===== src/rtl/haplotype_transmission_probability_core_assert.svh =====
// ----------------------------------------------------------------------------
// haplotype_transmission_probability_core_assert.svh
// Assertion macros used by the transmission probability core.
// ----------------------------------------------------------------------------
`ifndef HAPLOTYPE_TRANSMISSION_PROBABILITY_CORE_ASSERT_SVH
`define HAPLOTYPE_TRANSMISSION_PROBABILITY_CORE_ASSERT_SVH

// same-cycle implication, checked out of reset
`define HTP_ASSERT_IMP(label, ante, cons, msg) \
    label: assert property (@(posedge i_clk) disable iff (!i_rst_n) \
        (ante) |-> (cons)) else $error(msg);

// next-cycle implication, checked out of reset
`define HTP_ASSERT_NXT(label, ante, cons, msg) \
    label: assert property (@(posedge i_clk) disable iff (!i_rst_n) \
        (ante) |=> (cons)) else $error(msg);

`endif


===== src/rtl/htp_pkg.sv =====
// ----------------------------------------------------------------------------
// htp_pkg
// Types, constants and tables for the transmission probability pipeline.
// ----------------------------------------------------------------------------
package htp_pkg;

    localparam int unsigned MAX_LOCI  = 8;
    localparam int unsigned NUM_THETA = MAX_LOCI - 1;
    localparam int unsigned NLOCI_W   = 4;
    localparam int unsigned IDX_W     = 12;
    localparam int unsigned THETA_W   = 16;
    localparam int unsigned FAC_W     = 17;
    localparam int unsigned PROB_W    = 25;
    localparam int unsigned D_W       = 24;
    localparam int unsigned CFG_IDX_W = 4;

    localparam logic [PROB_W-1:0]  Q24_ONE   = 25'd16777216;
    localparam logic [PROB_W-1:0]  Q24_HALF  = 25'd8388608;
    localparam logic [D_W-1:0]     D_HALF    = 24'd8388608;
    localparam logic [FAC_W-1:0]   FAC_ONE   = 17'd65536;
    localparam logic [THETA_W-1:0] THETA_MAX = 16'd32768;
    localparam logic [1:0]         DIGIT_SKIP = 2'd1;

    localparam logic [CFG_IDX_W-1:0] REG_NUM_LOCI = 4'd0;
    localparam logic [CFG_IDX_W-1:0] REG_THETA_0  = 4'd1;
    localparam logic [CFG_IDX_W-1:0] REG_THETA_6  = 4'd7;

    localparam logic [NLOCI_W-1:0] NLOCI_RESET = 4'd2;
    localparam logic [NLOCI_W-1:0] NLOCI_MAX   = 4'd8;
    localparam logic [NLOCI_W-1:0] NLOCI_MIN   = 4'd1;

    // per-locus word
    typedef struct packed {
        logic              oor;
        logic [IDX_W-1:0]  rem;
        logic [1:0]        digit;
        logic [PROB_W-1:0] p;
        logic [D_W-1:0]    d;
        logic              any;
        logic [1:0]        last;
    } t_locus;

    // per-stage control from configuration
    typedef struct packed {
        logic             active;
        logic             apply;
        logic [FAC_W-1:0] fac;
        logic [IDX_W-1:0] div_next;
    } t_ctl;

    function automatic logic [IDX_W-1:0] f_pow3(input logic [2:0] e);
        logic [IDX_W-1:0] r;
        case (e)
            3'd0:    r = 12'd1;
            3'd1:    r = 12'd3;
            3'd2:    r = 12'd9;
            3'd3:    r = 12'd27;
            3'd4:    r = 12'd81;
            3'd5:    r = 12'd243;
            3'd6:    r = 12'd729;
            default: r = 12'd2187;
        endcase
        return r;
    endfunction

    // largest valid index, (3^n - 1) / 2
    function automatic logic [IDX_W-1:0] f_bound(input logic [NLOCI_W-1:0] n);
        logic [IDX_W-1:0] r;
        case (n)
            4'd1:    r = 12'd1;
            4'd2:    r = 12'd4;
            4'd3:    r = 12'd13;
            4'd4:    r = 12'd40;
            4'd5:    r = 12'd121;
            4'd6:    r = 12'd364;
            4'd7:    r = 12'd1093;
            default: r = 12'd3280;
        endcase
        return r;
    endfunction

endpackage


===== src/rtl/htp_stage.sv =====
// ----------------------------------------------------------------------------
// htp_stage
// One locus of the pipeline: probability and distance updates for this
// locus, and base-3 digit extraction for the next one.
// ----------------------------------------------------------------------------
module htp_stage (
    input  logic           i_clk,
    input  logic           i_rst_n,
    input  logic           i_valid,
    input  htp_pkg::t_locus i_data,
    input  htp_pkg::t_ctl  i_ctl,
    output logic           o_valid,
    output htp_pkg::t_locus o_data
);
    import htp_pkg::*;

    logic                r_valid;
    t_locus              r_data;
    t_locus              n_data;
    logic                w_kept;
    logic [PROB_W-1:0]   w_factor;
    logic [2*PROB_W-1:0] w_prod_p;
    logic [D_W-1:0]      w_d_base;
    logic [D_W+FAC_W-1:0] w_prod_d;
    logic [IDX_W:0]      w_div1;
    logic [IDX_W:0]      w_div2;
    logic [IDX_W:0]      w_rem;

    always_comb begin
        w_kept   = i_ctl.active && (i_data.digit != DIGIT_SKIP);
        w_factor = (i_data.digit == i_data.last) ? (Q24_HALF + {1'b0, i_data.d})
                                                 : (Q24_HALF - {1'b0, i_data.d});
        w_prod_p = {{PROB_W{1'b0}}, i_data.p} * {{PROB_W{1'b0}}, w_factor};
        w_d_base = w_kept ? D_HALF : i_data.d;
        w_prod_d = {{FAC_W{1'b0}}, w_d_base} * {{D_W{1'b0}}, i_ctl.fac};

        w_div1 = {1'b0, i_ctl.div_next};
        w_div2 = {i_ctl.div_next, 1'b0};
        w_rem  = {1'b0, i_data.rem};

        n_data     = i_data;
        n_data.any = i_data.any | w_kept;
        if (w_kept) begin
            n_data.p    = i_data.any ? w_prod_p[2*PROB_W-2:PROB_W-1] : Q24_HALF;
            n_data.last = i_data.digit;
        end
        n_data.d = i_ctl.apply ? w_prod_d[D_W+FAC_W-2:FAC_W-1] : w_d_base;

        if (w_rem >= w_div2) begin
            n_data.digit = 2'd2;
            n_data.rem   = IDX_W'(w_rem - w_div2);
        end else if (w_rem >= w_div1) begin
            n_data.digit = 2'd1;
            n_data.rem   = IDX_W'(w_rem - w_div1);
        end else begin
            n_data.digit = 2'd0;
            n_data.rem   = i_data.rem;
        end
    end

    always_ff @(posedge i_clk) begin
        if (!i_rst_n) begin
            r_valid <= 1'b0;
        end else begin
            r_valid <= i_valid;
        end
    end

    always_ff @(posedge i_clk) begin
        r_data <= n_data;
    end

    assign o_valid = r_valid;
    assign o_data  = r_data;

endmodule


===== config.mk =====
export PLATFORM = sky130hd
export DESIGN_NAME = htp_stage
export DESIGN_NICKNAME = d
export VERILOG_FILES = /design/src/rtl/haplotype_transmission_probability_core_assert.svh /design/src/rtl/htp_pkg.sv /design/src/rtl/htp_stage.sv
export SDC_FILE = /design/constraint.sdc
export NUM_CORES = 2
export LEC_CHECK = 0
export BUFFER_PORTS_ARGS = -buffer_cell sky130_fd_sc_hd__buf_2
export CORE_MARGIN = 1.5
export CORE_UTILIZATION = 61
export DETAILED_ROUTE_END_ITERATION = 7
export PLACE_DENSITY = 0.82
export REMOVE_ABC_BUFFERS = 1
export SLEW_MARGIN = 30
export SYNTH_ARGS = -nofsm -noshare
export SYNTH_HDL_FRONTEND = slang
export SYNTH_SLANG_ARGS = --single-unit
export TNS_END_PERCENT = 1

===== constraint.sdc =====
create_clock -name i_clk -period 12.2 [get_ports i_clk]
set_input_delay 1.22 -clock i_clk [delete_from_list [all_inputs] [get_ports i_clk]]
set_output_delay 1.22 -clock i_clk [all_outputs]
set_load 0.05 [all_outputs]

==> reports/results.tsv <==
metric	value	unit
outcome	completed	
vias	28100	
clk_pin_slew	0.06	ns
cts_max_path_buffers	2	
setup_viol	0	
routed_wl	96000	um
grt_max_degree	118	
period_needed	9.82	ns
cts_hold_buf	0	
synth_edf_count	0	
drtPass1Iterations	6	
synth_area	35800	sq um
cts_resized	0	
drc	0	
drive_gt1_frac	0.0658	
synth_top_area_frac	0.477	
period_share	0.805	
crit_arrival	10.16	ns
io_buffers	168	
yosysSeqAreaShare	0.0381	
die_h	245	um
fp-row-count	88	
hold_path.class	in2reg	
overflow	0	
die_width	245	um
place_area	37200	sq um
max_slew_margin	0.296	
rsz0062_at_grt	no	
ys_top_cells_by_area	fa_1 (48%), ha_1 (11%), inv_1 (10%), nand2_1 (8.1%), dfxtp_1 (3.8%)	
yosysWarningCount	0	
start_util	0.619	
most-common-layout-cells	inv_1 (955), fa_1 (852), nand2_1 (773), ha_1 (310), and2_1 (179)	
crit_fanout	14	
ys_types	69	
criticalPathCategory	in2reg	
ios	169	
finalHoldViolCount	0	
clock.fmax	0.102	GHz
ys_ff_latch	68	
syn2layout_area_growth	5.26	%
num-nets-final	5375	
grt_pass1_wl	155000	um
worstSetupEndpointType	flop	
seqCellArea	1360	sq um
holdWs	0.928	ns
nFillCells	4602	
crit_path_frequent_cell	fa_1	
place_congestion	0.950	
drt_iter0_drc	2053	
tightest_slew	1.05	ns
wire_per_inst	19.6	um
async_flop_share	0	
fin_util	0.651	
postCtsSetupBuffers	0	
vias_per_cell	5.74	
ant_nets	0	
fin_cells	4885	
synthFlopType	dfxtp_1	
dieArea	60100	sq um
final_max_slew_viol_count	0	
cp_slowest_stage_delay	0.64	ns
multi_input_area	30300	sq um
synth_top_cell_by_area	fa_1	
worstSetupStartpointType	primary input	
dp_cells	4863	
cts_buffers	9	
dp_hpwl	74100	um
cts_sinks	68	
synth_area_per_cell	8.69	sq um
synth_cells	4115	
fin_area	37600	sq um
cts_tree	done	
core_area	57800	sq um
maxCapViolations	0	
antenna_found_initial	4	
grt_pass1_vias	30300	
required	12.53	ns
root_buffer	clkbuf_16	
mostFrequentLayoutCell	inv_1	
cts_max_level	3	
cpMaxStageDelayCell	or4b_2	
grt_usage	0.333	
[cells by family (layout without fill, tap and decap cells)]
logic type | after synthesis | count (layout) | synth area share
adder cells (fa/ha/maj) | 1162 | 1162 | 0.585
other | 0 | 3 | 0
AND/OR/NAND/NOR | 1296 | 1296 | 0.168
multiplexers | 29 | 29 | 0.00889
flip-flops | 68 | 68 | 0.0381
buffers and inverters | 1168 | 1170 | 0.123
AO/OA/AOI/OAI | 299 | 299 | 0.0533
XOR/XNOR | 93 | 93 | 0.0228
[layer usage]
layer,track usage,share of wire,wire (um),vias up
li1,-,-,-,12200
met5,0,0.00024,23,-
met2,0.557,0.49,46700,1455
met4,0.168,0.053,5110,4
met1,0.409,0.36,34800,14100
met3,0.0707,0.097,9320,368
[metrics by stage]
step                worst slack, ns  setup TNS (ns)
floorplan                     -1.60          -22.84
global placement               2.34               0
detailed placement             2.17               0
CTS                            2.55               0
global route                   2.03               0
finish                         2.38               0
[worst paths after layout]
| kind | from | to | slack (ns) | cells past startpoint |
|---|---|---|---|---|
| worst max-delay path | i_data[9] | o_data[41] | 2.38 | 31 |
| worst min-delay path | i_data[66] | o_data[66] | 0.93 | 1 |
[layout make-up]
cell class,count,share of cell area
inverters,955,0.0952
clock inverters,6,0.00299
well taps,765,0.0254
clock buffers,10,0.00608
flip-flops and latches,68,0.0362
diodes,3,0.000199
multi-input cells,2879,0.804
repair buffers,199,0.0301
[sequential cells by signal (all words and copies together) (netlist names)]
register and cells:
o_data 67, o_valid 1
[synth_stat cells, types with 17 or more instances]
library cell,n
nand2b_1,17
and3_1,106
ha_1,310
nand3_1,17
fa_1,852
a21o_1,54
nand2_1,773
o21ai_0,71
xor2_1,36
mux2_2,22
nor2b_1,81
and2_1,178
a21oi_1,87
clkbuf_1,201
inv_1,955
xnor2_1,57
dfxtp_1,68
nor2_1,60
[critical path, delay by kind of cell]
kind | cells | cell delay (ns)
AO/OA/AOI/OAI | 5 | 1.29
XOR/XNOR | 1 | 0.37
adder cells (fa/ha/maj) | 8 | 3.87
buffers and inverters | 7 | 0.78
AND/OR/NAND/NOR | 10 | 2.61
Power is not shown: default switching activity piles up to over one toggle a cycle in this logic, so the estimate is an artifact.
